**src/design/plbs_ram.sv**
```systemverilog
// ----------------------------------------------------------------------------
// plbs_ram
// Generic simple dual-port RAM, one write port, one registered read port.
// ----------------------------------------------------------------------------
module plbs_ram #(
  parameter int WIDTH = 8,
  parameter int DEPTH = 256
) (
  input  logic                     clk_i,
  input  logic                     we_i,
  input  logic [$clog2(DEPTH)-1:0] waddr_i,
  input  logic [WIDTH-1:0]         wdata_i,
  input  logic                     re_i,
  input  logic [$clog2(DEPTH)-1:0] raddr_i,
  output logic [WIDTH-1:0]         rdata_o
);

  logic [WIDTH-1:0] mem_q [DEPTH];
  logic [WIDTH-1:0] rdata_q;

  always_ff @(posedge clk_i) begin
    if (we_i) begin
      mem_q[waddr_i] <= wdata_i;
    end
    if (re_i) begin
      rdata_q <= mem_q[raddr_i];
    end
  end

  assign rdata_o = rdata_q;

endmodule

```
**config.mk**
```make
export PLATFORM = sky130hd
export DESIGN_NAME = plbs_ram
export DESIGN_NICKNAME = d
export VERILOG_FILES = /design/src/design/plbs_ram.sv
export SDC_FILE = /design/constraint.sdc
export NUM_CORES = 2
export LEC_CHECK = 0
export BUFFER_PORTS_ARGS = -buffer_cell sky130_fd_sc_hd__buf_2
export CORE_MARGIN = 2
export CORE_UTILIZATION = 40
export DETAILED_ROUTE_END_ITERATION = 7
export PLACE_DENSITY = 0.65
export SLEW_MARGIN = 0
export SYNTH_ARGS = -nofsm -noshare
export SYNTH_HDL_FRONTEND = slang
export SYNTH_SLANG_ARGS = --single-unit
```
**constraint.sdc**
```tcl
create_clock -name clk_i -period 3.1 [get_ports clk_i]
set_clock_uncertainty 0.05 [all_clocks]
set_input_delay 0.93 -clock clk_i [delete_from_list [all_inputs] [get_ports clk_i]]
set_output_delay 0.93 -clock clk_i [all_outputs]
set_load 0.1 [all_outputs]
```
==> impl_metrics.env <==
export IMPL_drive_gt1_share_pct=33.0
export IMPL_crit_start="raddr_i[0]"
export IMPL_clock_latency_ns=0.85
export IMPL_min_from="wdata_i[1]"
export IMPL_dr_total_vias=41000
export IMPL_p_clk_share_pct=41.7
export IMPL_drv_cap=0
export IMPL_max_freq_mhz=333
export IMPL_rsz0062_at_grt="no"
export IMPL_hold_path_class="in -> reg"
export IMPL_setup_viol=0
export IMPL_instances_no_fill=7288
export IMPL_netlist_area_mm2=0.0796
export IMPL_crit_cells=10
export IMPL_initial_core_util_pct=40.3
export IMPL_tightest_slew_ns=0.849
export IMPL_critPathKind="in -> reg"
export IMPL_cp_end_kind="flop"
export IMPL_crit_required_ns=3.63
export IMPL_post_dp_hpwl_um=131000
export IMPL_ys_types=54
export IMPL_gp_congestion=0.854
export IMPL_nets=4502
export IMPL_fp_row_count=163
export IMPL_port_buffers=34
export IMPL_die_x_um=450
export IMPL_num_fill_cells=15900
export IMPL_p_switching_uw=12500
export IMPL_die_area_mm2=0.203
export IMPL_r2r_start="mem_q[130][1]"
export IMPL_ant_nets=0
export IMPL_grt_pass1_wl_um=290000
export IMPL_routed_wirelength_um=200000
export IMPL_p_int_uw=45900
export IMPL_cts_buffer_depth=3
export IMPL_grt_use_total_pct=19.6
export IMPL_comb_power_share_pct=5.7
export IMPL_ys_seq_area_share_pct=77.5
export IMPL_core_region_area_mm2=0.198
export IMPL_hold_viol=0
export IMPL_wl_per_cell_um=27.4
export IMPL_max_stage_delay_ns=0.54
export IMPL_arrival_ns=3.54
export IMPL_synthCells=3733
export IMPL_ys_warn_count=0
export IMPL_run_status="complete, no violations"
export IMPL_root_buffer="clkbuf_16"
export IMPL_grt_overflow=0
export IMPL_synth_fp_nets=3760
export IMPL_dp_cells=6913
export IMPL_ys_ff_latch=2056
export IMPL_route_detailed_drc=0
export IMPL_dr_pass1_iters=5
export IMPL_area_growth_synth_to_final_pct=19.3
export IMPL_synth_flop_cell="edfxtp_1"
export IMPL_crit_slowest_cell="mux4_2"
export IMPL_cts_sinks=2056
export IMPL_slew_headroom_pct=42.6
export IMPL_synth_edf_count=2056
export IMPL_crit_fanout=21
export IMPL_finalMaxSlewViolations=0
export IMPL_p_leak_uw=0.0308
export IMPL_grt_max_degree=100
export IMPL_tritoncts="done"
export IMPL_cp_num_buf_inv=5
export IMPL_ff2ff_path_depth=7
export IMPL_routed_via_density=5.62
export IMPL_start_kind="input pin"
export IMPL_cts_buffers=200
export IMPL_fin_crit_sh_pct=97.0
export IMPL_irDropWorstVdd_mv=0.614
export IMPL_clk_pin_slew_ns=0.06
export IMPL_dp_slack_ns=-0.854
export IMPL_h_tree_depth=4
export IMPL_crit_chain="buf_8, buf_12, buf_4, buf_12, mux4_2, a22oi_1, a21oi_1, nor4_1, buf_4, nor4_2"
export IMPL_synth_top_area_share_pct=77.5
export IMPL_synth_avg_cell_area_um2=21.3
export IMPL_post_cts_buffers=0
export IMPL_p_per_area_mw_per_mm2=615
export IMPL_crit_family="buffers and inverters"
export IMPL_pin_count=35
export IMPL_drt_initial_drc_count=5246
export IMPL_switching_share_pct=21.5
export IMPL_setup_slack_ns=0.0927
export IMPL_yosys_area_top_type="edfxtp_1"
export IMPL_async_reset_ff_share_pct=0
export IMPL_grt_pass1_vias=41600
export IMPL_hold_depth=1
export IMPL_seqPwrFrac_pct=52.6
export IMPL_fin_crit_ns=3.01
export IMPL_die_y_um=450
export IMPL_synth_top_cells_by_area="edfxtp_1 (78%), mux4_2 (13%), mux2i_1 (1.7%)"
export IMPL_antenna_found_initial=12
==> routing by layer <==
| metal | global-route usage (%) | share of wire [%] | vias up |
|---|---|---|---|
| met2 | 31.5 | 48 | 1889 |
| li1 | - | - | 17200 |
| met1 | 27.3 | 40 | 21500 |
| met4 | 6.27 | 3.1 | 2 |
| met5 | 0 | 0.0055 | - |
| met3 | 3.34 | 8.4 | 329 |
==> through the flow <==
stage / util (%) / hold WS (ns) / cell area [um2] / total power [uW] / TNS [ns]
after floorplan: - / 0.814 / 79600 / 32900 / 0
after global routing: 48.1 / 0.367 / 95000 / 59900 / 0
after CTS: 48.1 / 0.319 / 95000 / 58800 / 0
after detailed placement: 44.7 / 1.14 / 88400 / 34600 / -5.75
final: 48.1 / 0.397 / 95000 / 58400 / 0
after global placement: 44.7 / 1.04 / 88400 / 34600 / -5.71
==> cell type report <==
cell class / count / area (um2) / share of cell area [%]
diodes: 4 / 10.0 / 0.0105
clock buffers: 241 / 5200 / 5.47
clock inverters: 130 / 1400 / 1.48
inverters: 2 / 7.51 / 0.00790
multi-input cells: 1442 / 16500 / 17.4
flip-flops and latches: 2056 / 61700 / 65.0
well taps: 2640 / 3300 / 3.48
repair buffers: 773 / 6850 / 7.21
==> final timing paths <==
kind | endpoint | slack [ns]
min | mem_q[212][1] | 0.40
min reg2reg | rdata_o[5] | 1.13
max | rdata_o[0] | 0.09
max reg2reg | rdata_o[1] | 0.34
==> placed cells by master, fill, tap and decap left out, types with 10 or more instances in the layout <==
master / synthesis / layout
buf_2: 31 / 22
a22oi_1: 133 / 133
o21ai_0: 10 / 10
clkinv_1: 1 / 48
nand4_1: 10 / 10
nor3_1: 22 / 22
mux4_2: 454 / 454
o221ai_1: 46 / 46
a211oi_1: 16 / 16
edfxtp_1: 2056 / 2056
o211ai_1: 10 / 10
a21oi_1: 96 / 96
nand3_1: 34 / 33
nor4_1: 24 / 22
buf_8: 13 / 10
a221oi_1: 13 / 13
buf_12: 8 / 82
bufinv_16: 0 / 22
buf_4: 27 / 659
clkinv_2: 0 / 36
mux2i_1: 134 / 134
clkbuf_1: 111 / 39
nor2_1: 282 / 279
nand2_1: 33 / 33
nor2b_1: 31 / 28
clkbuf_16: 0 / 202
o22ai_1: 28 / 28
==> worst register-to-register path, delay by kind of cell, from the launching register on <==
kind                   cells  cell delay [ns]
multiplexers               2             1.02
AND/OR/NAND/NOR            3             0.80
flip-flops                 1             0.37
AO/OA/AOI/OAI              1             0.09
buffers and inverters      1             0.16
==> timing repair <==
| item | CTS | global route |
|---|---|---|
| setup endpoints to repair | 0 | 2 |
| hold buffers | 0 | 0 |
| resized for setup | 0 | 2 |
| endpoints found under the hold margin | 0 | 0 |
==> registers in the layout, summed over array words and instances, names as in the netlist <==
name     cells
mem_q     2048
rdata_o      8
==> power by group through the flow <==
stage	Clock (uW)	Sequential [uW]	Combinational [uW]
finish	24400	30700	3330
global route	25800	30700	3500
CTS	24700	30700	3340
detailed placement	0	31300	3330
global placement	0	31300	3290
floorplan	0	31400	1490
==> synth_stat cells, drive strengths merged, types with 28 or more instances <==
| library cell | n |
|---|---|
| edfxtp | 2056 |
| mux4 | 456 |
| nor2 | 282 |
| mux2i | 134 |
| a22oi | 133 |
| buf | 122 |
| clkbuf | 111 |
| a21oi | 96 |
| o221ai | 47 |
| nand3 | 34 |
| nand2 | 33 |
| nor2b | 31 |
| o22ai | 28 |
==> logic make-up (layout without fill, tap and decap cells) <==
family	Yosys count	in the layout	synth area share, %
flops	2056	2056	77.5
mux	591	591	14.6
simple gates	466	466	2.63
compound gates	385	385	3.42
buf+inv	235	1146	1.83
other cells	0	4	0
Note: power is estimated with default switching activity, not from simulation.
