## src/design/plbs_pkg.sv

```systemverilog
// ----------------------------------------------------------------------------
// plbs_pkg
// Shared types, constants and helpers of the parameter link byte slave.
// ----------------------------------------------------------------------------
package plbs_pkg;

  localparam int MAX_PARAMS  = 256;
  localparam int DESC_LEN    = 33;
  localparam int DESC_DEPTH  = MAX_PARAMS * DESC_LEN;
  localparam int ADDR_W      = $clog2(DESC_DEPTH);
  localparam int VALUE_BYTES = 4;
  localparam int CFG_IDX_W   = 2;

  // Register indexes of the configuration port
  typedef enum logic [CFG_IDX_W-1:0] {
    CFG_NUM_PARAMS = 2'd0,
    CFG_OP_SET     = 2'd1,
    CFG_OP_COUNT   = 2'd2,
    CFG_OP_DESC    = 2'd3
  } cfg_idx_e;

  typedef struct packed {
    logic [7:0] num_params;
    logic [7:0] op_set_param;
    logic [7:0] op_get_count;
    logic [7:0] op_get_desc;
  } cfg_t;

  // One item's answer as decided by the command machine
  typedef struct packed {
    logic        use_mem;  // tx comes from the descriptor RAM
    logic        rd_ok;    // descriptor index in range
    logic [7:0]  tx;       // tx when not from RAM
    logic        upd;
    logic [7:0]  uidx;
    logic [31:0] uval;
  } resp_t;

  function automatic logic [ADDR_W-1:0] desc_addr(input logic [7:0] idx,
                                                 input logic [5:0] pos);
    logic [ADDR_W-1:0] base;
    base      = ADDR_W'(idx) * ADDR_W'(DESC_LEN);
    desc_addr = base + ADDR_W'(pos);
  endfunction

  function automatic logic desc_idx_ok(input logic [7:0] idx);
    desc_idx_ok = (int'(idx) < MAX_PARAMS);
  endfunction

endpackage

```

## src/design/plbs_cmd_fsm.sv

```systemverilog
// ----------------------------------------------------------------------------
// plbs_cmd_fsm
// Command machine: decodes link bytes, assembles set values, issues
// descriptor reads.
// ----------------------------------------------------------------------------
module plbs_cmd_fsm
  import plbs_pkg::*;
(
  input  logic              clk_i,
  input  logic              rst_ni,
  input  logic              step_i,     // link byte accepted
  input  logic [7:0]        rx_byte_i,
  input  cfg_t              cfg_i,
  output resp_t             resp_o,
  output logic [ADDR_W-1:0] rd_addr_o
);

  typedef enum logic [2:0] {
    PH_CMD        = 3'd0,
    PH_SET_IDX    = 3'd1,
    PH_SET_DATA   = 3'd2,
    PH_COUNT_TAIL = 3'd3,
    PH_DESC_IDX   = 3'd4,
    PH_DESC_DATA  = 3'd5
  } phase_e;

  phase_e      phase_q, phase_d;
  logic [7:0]  cur_idx_q, cur_idx_d;
  logic [5:0]  pos_q, pos_d;
  logic [23:0] va_q, va_d;
  logic [7:0]  rd_idx;
  logic [5:0]  rd_pos;

  always_comb begin
    phase_d   = phase_q;
    cur_idx_d = cur_idx_q;
    pos_d     = pos_q;
    va_d      = va_q;
    resp_o    = '0;
    rd_idx    = cur_idx_q;
    rd_pos    = pos_q;
    unique case (phase_q)
      PH_CMD: begin
        priority if (rx_byte_i == cfg_i.op_set_param) begin
          phase_d = PH_SET_IDX;
        end else if (rx_byte_i == cfg_i.op_get_count) begin
          phase_d   = PH_COUNT_TAIL;
          resp_o.tx = cfg_i.num_params;
        end else if (rx_byte_i == cfg_i.op_get_desc) begin
          phase_d = PH_DESC_IDX;
        end else begin
          phase_d = PH_CMD;
        end
      end
      PH_SET_IDX: begin
        cur_idx_d = rx_byte_i;
        pos_d     = '0;
        va_d      = '0;
        phase_d   = PH_SET_DATA;
      end
      PH_SET_DATA: begin
        if (pos_q < 6'(VALUE_BYTES - 1)) begin
          va_d  = {va_q[15:0], rx_byte_i};
          pos_d = pos_q + 6'd1;
        end else begin
          resp_o.upd  = 1'b1;
          resp_o.uidx = cur_idx_q;
          resp_o.uval = {va_q, rx_byte_i};
          pos_d       = '0;
          phase_d     = PH_CMD;
        end
      end
      PH_COUNT_TAIL: begin
        phase_d = PH_CMD;
      end
      PH_DESC_IDX: begin
        cur_idx_d      = rx_byte_i;
        rd_idx         = rx_byte_i;
        rd_pos         = '0;
        resp_o.use_mem = 1'b1;
        resp_o.rd_ok   = desc_idx_ok(rx_byte_i);
        pos_d          = 6'd1;
        phase_d        = PH_DESC_DATA;
      end
      PH_DESC_DATA: begin
        if (pos_q < 6'(DESC_LEN)) begin
          resp_o.use_mem = 1'b1;
          resp_o.rd_ok   = desc_idx_ok(cur_idx_q);
          pos_d          = pos_q + 6'd1;
        end else begin
          pos_d   = '0;
          phase_d = PH_CMD;
        end
      end
      default: begin
        phase_d = PH_CMD;
      end
    endcase
  end

  assign rd_addr_o = desc_addr(rd_idx, rd_pos);

  always_ff @(posedge clk_i or negedge rst_ni) begin
    if (!rst_ni) begin
      phase_q   <= PH_CMD;
      cur_idx_q <= '0;
      pos_q     <= '0;
      va_q      <= '0;
    end else if (step_i) begin
      phase_q   <= phase_d;
      cur_idx_q <= cur_idx_d;
      pos_q     <= pos_d;
      va_q      <= va_d;
    end
  end

endmodule

```

## config.mk

```make
export PLATFORM = sky130hd
export DESIGN_NAME = plbs_cmd_fsm
export DESIGN_NICKNAME = d
export VERILOG_FILES = /design/src/design/plbs_pkg.sv /design/src/design/plbs_cmd_fsm.sv
export SDC_FILE = /design/constraint.sdc
export NUM_CORES = 1
export LEC_CHECK = 0
export BUFFER_PORTS_ARGS = -buffer_cell sky130_fd_sc_hd__buf_4
export CAP_MARGIN = 0
export CORE_MARGIN = 4
export CORE_UTILIZATION = 30
export DETAILED_ROUTE_END_ITERATION = 8
export PLACE_DENSITY_LB_ADDON = 0.3
export SLEW_MARGIN = 20
export SYNTH_ARGS = -nofsm -noshare
export SYNTH_HDL_FRONTEND = slang
export SYNTH_SLANG_ARGS = --single-unit
```

## constraint.sdc

```tcl
create_clock -name clk_i -period 5.4 [get_ports clk_i]
set_input_delay 0.27 -clock clk_i [delete_from_list [all_inputs] [get_ports clk_i]]
set_output_delay 0.27 -clock clk_i [all_outputs]
set_load 0.02 [all_outputs]
```

==> results of run 1 <==
-- layer usage --
metal	up-vias	wire length [um]	share of wire
li1	1489	-	-
met1	1403	4420	0.46
met2	74	4610	0.48
met3	6	510	0.053
met4	0	84	0.0087
met5	-	0	0
-- critical path, cell delays in order, from the launching register on --
cell and delay [ps]:
dfrtp_1 590, nor3b_2 230, buf_4 250, mux2_2 380, ha_1 300, ha_1 200
ha_1 280, ha_1 360, a31oi_1 180, o221ai_1 130, a311oi_1 260, o22ai_1 140
xor2_1 160, buf_4 170
-- cell type report --
class / instances / area (sq um)
Clock buffer: 6 / 139
Clock inverter: 2 / 37.5
Fill cell: 1114 / 6530
Inverter: 33 / 124
Multi-Input combinational cell: 285 / 2110
Sequential cell: 41 / 1030
Tap cell: 140 / 175
Timing Repair Buffer: 111 / 836
-- power breakdown --
group          internal [mW]  leakage [nW]  switching [mW]  total, mW
Sequential             0.399         0.543          0.0949      0.494
Combinational          0.779          1.39            1.03       1.81
Clock                  0.231        0.0831           0.120      0.351
Total                   1.41          2.01            1.25       2.65
-- worst max-delay path by stage --
stage,start,to,depth (start not counted)
after global placement,phase_q[2]$_DFFE_PN0P_,rd_addr_o[11],13
after floorplan,phase_q[0]$_DFFE_PN0P_,rd_addr_o[11],14
after CTS,phase_q[2]$_DFFE_PN0P_,rd_addr_o[11],13
after detailed placement,phase_q[2]$_DFFE_PN0P_,rd_addr_o[11],13
final,phase_q[2]$_DFFE_PN0P_,rd_addr_o[11],13
after global routing,phase_q[2]$_DFFE_PN0P_,rd_addr_o[11],13
-- placed cells by master (no fill, tap or decap), types with 2 or more instances in the layout --
| cell | netlist | final |
|---|---|---|
| a31oi_1 | 2 | 2 |
| mux2i_1 | 25 | 25 |
| buf_4 | 2 | 110 |
| nand2_1 | 40 | 40 |
| ha_1 | 23 | 23 |
| nand4_1 | 4 | 4 |
| a211oi_1 | 3 | 3 |
| clkbuf_16 | 0 | 5 |
| dfrtp_1 | 41 | 41 |
| nor3_1 | 27 | 26 |
| and2_1 | 24 | 24 |
| nor4_1 | 4 | 4 |
| a21oi_1 | 8 | 8 |
| a311o_1 | 2 | 2 |
| o21a_1 | 2 | 2 |
| o211ai_1 | 2 | 2 |
| xnor2_1 | 16 | 16 |
| inv_1 | 33 | 33 |
| xor2_1 | 24 | 24 |
| nand3_1 | 3 | 3 |
| o21ai_0 | 10 | 10 |
| mux2_2 | 14 | 14 |
| nor2b_1 | 4 | 4 |
| nor2_1 | 15 | 15 |
| o21bai_1 | 3 | 3 |
| a21o_1 | 3 | 3 |
-- stage by stage --
stage,utilization,cell area [sq um],std cells
after floorplan,-,3400,387
after global placement,0.388,4260,609
after detailed placement,0.388,4260,609
after CTS,0.405,4450,618
after global routing,0.405,4450,618
final,0.405,4450,618
-- cells by family after synthesis --
kind of cell	count (synthesis)
and+or+nand+nor	135
buffers and inverters	61
AOI/OAI and AO/OA	47
DFF	41
xor gates and xnor gates	40
muxes	39
adders and majority gates	24
-- flip-flops by register name (all words and copies together), names as in the netlist --
name       count
phase_q        3
pos_q          6
cur_idx_q      8
va_q          24
-- what timing repair did --
action | in CTS | in global routing
hold endpoints to repair | 24 | 0
setup endpoints to repair | 0 | 0
hold buffers | 1 | 0
==> results.tsv, run 1 <==
stage	metric	value	unit
synthesis	syn-num-nets	454	
grt	use_met1	0.199	
detailed_routing	wl_per_cell	15.6	um
clock_tree	cts_tree	yes	
synthesis	muxShareOfSynthArea	0.120	
setup_path	crit_required	5130	ps
detailed_routing	drt_pass1_iterations	4	
synthesis	synthCells	387	
synthesis	synth_compound_area_frac	0.0936	
setup_path	r2r_start	phase_q[0]$_DFFE_PN0P_	
sta	slew_headroom	0.255	
synthesis	synth-warning-count	0	
synthesis	synth_area_per_cell	8.78	sq um
synthesis	synth_top_area_frac	0.302	
clock_tree	cts_buffers	5	
setup_path	path_max_fanout	19	
clock_tree	cts.path.max_buffers	2	
sta	fmax	240	MHz
grt	busiest_layer	met2	
floorplanning	die_height	114	um
synthesis	synth_top_family_by_area	simple AND/OR/NAND/NOR gates	
detailed_routing	drc	0	
sta	setup_tns	0	ps
clock_tree	worstSkewPairLatency	280	ps
worst_hold_path	hold_depth	3	
synthesis	synth_largest_area_cell	dfrtp_1	
layout	area_delta_synth_final	31.0	%
grt	grt_pass1_vias	2956	
clock_tree	h-tree-depth	2	
sta	clock-skew-final	6.46	ps
power_and_ir_drop	p_total	2.65	mW
synthesis	ys.flop_type	dfrtp_1	
detailed_routing	routed_via_density	4.81	
synthesis	synthArstFlopShare	1.00	
floorplanning	core	11000	sq um
clock_tree	clk_pin_slew	60	ps
sta	min_period_over_period	0.772	
setup_path	worstRegToRegCells	4	
worst_hold_path	hp-start	rx_byte_i[7]	
grt	grt_pass1_wl	15300	um
floorplanning	rows	38	
sta	hold_viol	0	
synthesis	mappedNetlistArea	3400	sq um
sta	tightest_slew	1110	ps
synthesis	synthDistinctLibCells	55	
detailed_routing	drt_iter0_markers	267	
synthesis	synth_edf_count	0	
clock_tree	ctsResizeCount	0	
clock_tree	cts.sinks	41	
synthesis	synth_common_cells	41 x dfrtp_1, 40 x nand2_1, 33 x inv_1, 27 x nor3_1, 25 x mux2i_1	
layout	drive_gt1_frac	0.293	
power_and_ir_drop	vdd_ir_drop_max	0.704	mV
synthesis	synthTopCellsByArea	dfrtp_1 30%, ha_1 8.5%, mux2i_1 7.4%	
layout	antenna_cells	0	
clock_tree	cts-root-buf	clkbuf_16	
sta	setup_violations	0	
grt	antenna_found_initial	0	
job	timing.max_cap.violations	0	
setup_path	rrSetupSlack	2530	ps
synthesis	synth_xor_area_frac	0.103	
sta	maxSlewViolCount	0	
grt	grt_usage	0.147	
placement	place_ws	1530	ps
floorplanning	die-area	13100	sq um
floorplanning	fp.dieW	114	um
setup_path	cp-end-kind	primary output	
setup_path	worstSetupPathType	reg -> out	
grt	grt-ovfl-total	0	
layout	finalNetCount	544	
placement	gp_congestion	0.850	
sta	fin_ws	1230	ps
detailed_routing	vias	2972	
grt	grt_use_met2	0.243	
worst_hold_path	holdPathEnd	va_q[7]$_DFFE_PN0P_	
sta	rsz0062_at_grt	false	
setup_path	arrival	3900	ps
sta	hold_slack	301	ps
power_and_ir_drop	power_density	596	nW/um^2
run_status	outcome	finished clean	
synthesis	yosysMostFrequentCell	dfrtp_1	
setup_path	r2r_end	pos_q[5]$_DFFE_PN0P_	
synthesis	synth_simple_gate_area_share	0.210	
detailed_routing	drtAntennaViolNets	0	
placement	hpwl	7320	um
synthesis	ys_ff_latch	41	
grt	grtUsageMet3	0.0296	
grt	grt_max_degree	42	
detailed_routing	wirelength	9620	um
floorplanning	initial_core_util	0.309	
synthesis	yosys.area_share.adder	0.0906	
sta	period_minus_slack	4170	ps
clock_tree	cts_setup_buffers	0	
synthesis	yosysSeqAreaShare	0.302	
floorplanning	io_pins	108	
worst_hold_path	min_path_type	in -> reg	
power_and_ir_drop	leakagePower	2.01	nW
placement	io_buffers	107	
setup_path	startpoint_type	flip-flop	
No activity file was read; power rests on OpenSTA's default activity.
==> run 2: changes to the inputs <==
==> constraint.sdc (replaced) <==
create_clock -name clk_i -period 3.95 [get_ports clk_i]
set_input_delay 0.1975 -clock clk_i [delete_from_list [all_inputs] [get_ports clk_i]]
set_output_delay 0.1975 -clock clk_i [all_outputs]
set_load 0.02 [all_outputs]
==> run 2 against run 1 <==
  * Global-route usage increased by 0.24 points
  * Clock-buffer cell count stayed put
  * Sequential cell count stayed put
  * Utilization is 0.88 points higher
  * Wire length grew 1.3%
  * Hold slack got worse by 75 ps
  * Clock power rose by 18%
  * Setup slack got worse by 1000 ps
  * Register-to-register slack got worse by 1100 ps
  * Sequential power up 28%
  * Sequential share of layout area fell by 0.49 points
  * Critical path type unchanged
  * Largest cell class unchanged
  * Highest routed layer unchanged
==> results.tsv, run 2 (synthesis gave the netlist of run 1 again) <==
stage	metric	value	unit
run_status	outcome	finished clean	
sta	period_minus_slack	3740	ps
layout	largest_reg_flops	24	
layout	final_common_cell	buf_4	
setup_path	r2r_end	phase_q[1]$_DFFE_PN0P_	
detailed_routing	vias	3050	
job	timing.max_cap.violations	0	
floorplanning	initial_core_util	0.309	
clock_tree	cts-root-buf	clkbuf_16	
setup_path	worstSetupPathType	reg -> out	
placement	hpwl	7340	um
power_and_ir_drop	vdd_ir_drop_max	0.816	mV
grt	grt_max_degree	42	
clock_tree	cts.sinks	41	
grt	grt_pass1_wl	15900	um
sta	min_period_over_period	0.947	
power_and_ir_drop	leakagePower	2.08	nW
clock_tree	clk_pin_slew	60	ps
setup_path	cp-end-kind	primary output	
setup_path	path_max_fanout	5	
worst_hold_path	min_path_type	in -> reg	
floorplanning	io_pins	108	
sta	rsz0062_at_grt	false	
grt	grt_pass1_vias	3078	
clock_tree	cts_buffers	5	
floorplanning	die_height	114	um
placement	io_buffers	107	
detailed_routing	drt_pass1_iterations	5	
layout	largest-register	va_q	
floorplanning	fp.dieW	114	um
setup_path	worstRegToRegCells	6	
layout	ff_latch_area	1030	sq um
setup_path	r2r_start	phase_q[0]$_DFFE_PN0P_	
clock_tree	cts_tree	yes	
placement	gp_congestion	0.855	
detailed_routing	drc	0	
layout	antenna_cells	0	
floorplanning	rows	38	
sta	fmax	267	MHz
layout	area_delta_synth_final	33.8	%
layout	nFillCells	1086	
layout	final_cells	631	
setup_path	startpoint_type	flip-flop	
layout	multi_input_area	2140	sq um
worst_hold_path	hold_depth	3	
clock_tree	h-tree-depth	2	
sta	tightest_slew	665	ps
grt	antenna_found_initial	0	
sta	hold_viol	0	
worst_hold_path	hp-start	rx_byte_i[7]	
floorplanning	die-area	13100	sq um
sta	slew_headroom	0.556	
worst_hold_path	holdPathEnd	va_q[7]$_DFFE_PN0P_	
power_and_ir_drop	power_density	817	nW/um^2
layout	finalNetCount	557	
detailed_routing	drtAntennaViolNets	0	
clock_tree	cts.path.max_buffers	2	
setup_path	arrival	3540	ps
sta	clock-skew-final	3.98	ps
sta	setup_violations	0	
sta	maxSlewViolCount	0	
sta	setup_tns	0	ps
grt	grt_usage	0.149	
clock_tree	worstSkewPairLatency	280	ps
detailed_routing	wl_per_cell	15.4	um
layout	layout_common_cells	120 x buf_4, 41 x dfrtp_1, 40 x nand2_1, 33 x inv_1, 26 x nor3_1	
detailed_routing	wirelength	9740	um
detailed_routing	routed_via_density	4.83	
detailed_routing	drt_iter0_markers	181	
setup_path	rrSetupSlack	1470	ps
setup_path	crit_required	3750	ps
placement	place_inst	614	
grt	grt-ovfl-total	0	
floorplanning	core	11000	sq um
layout	largestRegisters	va_q (24), cur_idx_q (8), pos_q (6)	
sta	hold_slack	226	ps
layout	drive_gt1_frac	0.322	
[run 2: changes by cell type in the layout (fill, tap and decap cells not counted), moves of 2 or more]
| cell | before | now |
|---|---|---|
| buf_4 | 110 | 120 |
| a21oi_1 | 8 | 6 |
| a21oi_2 | 1 | 3 |
| buf_2 | 0 | 2 |
[run 2: timing repair]
action | 4_1_cts | 5_1_grt
gates resized for setup | 0 | 6
buffers inserted | 0 | 6
hold buffers | 1 | 0
endpoints found under the setup margin | 0 | 4
endpoints found under the hold margin | 41 | 0
[run 2: per-stage QoR]
step / utilization / power [mW] / setup WS, ps / area [sq um]
6_report: 0.414 / 3.71 / 209 / 4550
5_1_grt: 0.414 / 4.05 / 16.6 / 4550
4_1_cts: 0.406 / 3.62 / 73.2 / 4460
3_5_place_dp: 0.392 / 3.19 / 379 / 4300
3_3_place_gp: 0.392 / 3.16 / 466 / 4300
2_1_floorplan: - / 2.45 / 234 / 3400
[run 2: layout make-up]
cell class	instances	area share
tap	140	0.0385
multi-input combinational	285	0.470
timing repair buffer	124	0.205
sequential	41	0.226
clock inverter	2	0.00303
clock buffer	6	0.0305
inverter	33	0.0272
[run 2: worst max-delay path by stage]
stage	cells past startpoint	slack [ps]	start	end
global placement	13	470	phase_q[1]$_DFFE_PN0P_	rd_addr_o[11]
floorplan	14	230	phase_q[0]$_DFFE_PN0P_	rd_addr_o[11]
global route	12	20	phase_q[0]$_DFFE_PN0P_	rd_addr_o[11]
finish	13	210	phase_q[0]$_DFFE_PN0P_	rd_addr_o[11]
detailed placement	13	380	phase_q[1]$_DFFE_PN0P_	rd_addr_o[11]
CTS	13	70	phase_q[1]$_DFFE_PN0P_	rd_addr_o[11]
[run 2: per-layer routing]
metal  vias to the layer above  global-route usage  routed length (um)
met3                         6              0.0280                 629
met2                        93               0.245                4620
met1                      1439               0.207                4420
li1                       1512                   -                   -
met5                         -                   0                   0
met4                         0              0.0261                  72
[run 2: report_power, final]
part | internal, mW | switching [mW] | total (mW)
sequential | 0.547 | 0.0835 | 0.630
clock | 0.251 | 0.164 | 0.415
combinational | 1.17 | 1.50 | 2.67
[run 2: critical path, cell delays in order, from the launching register on]
cell and delay [ps]:
dfrtp_1 400, nor3b_2 270, buf_6 160, mux2_2 350, ha_1 300, ha_1 200
ha_1 310, ha_4 260, a31oi_1 150, o221ai_1 130, a311oi_1 240, o22ai_1 160
xor2_1 150, buf_4 160
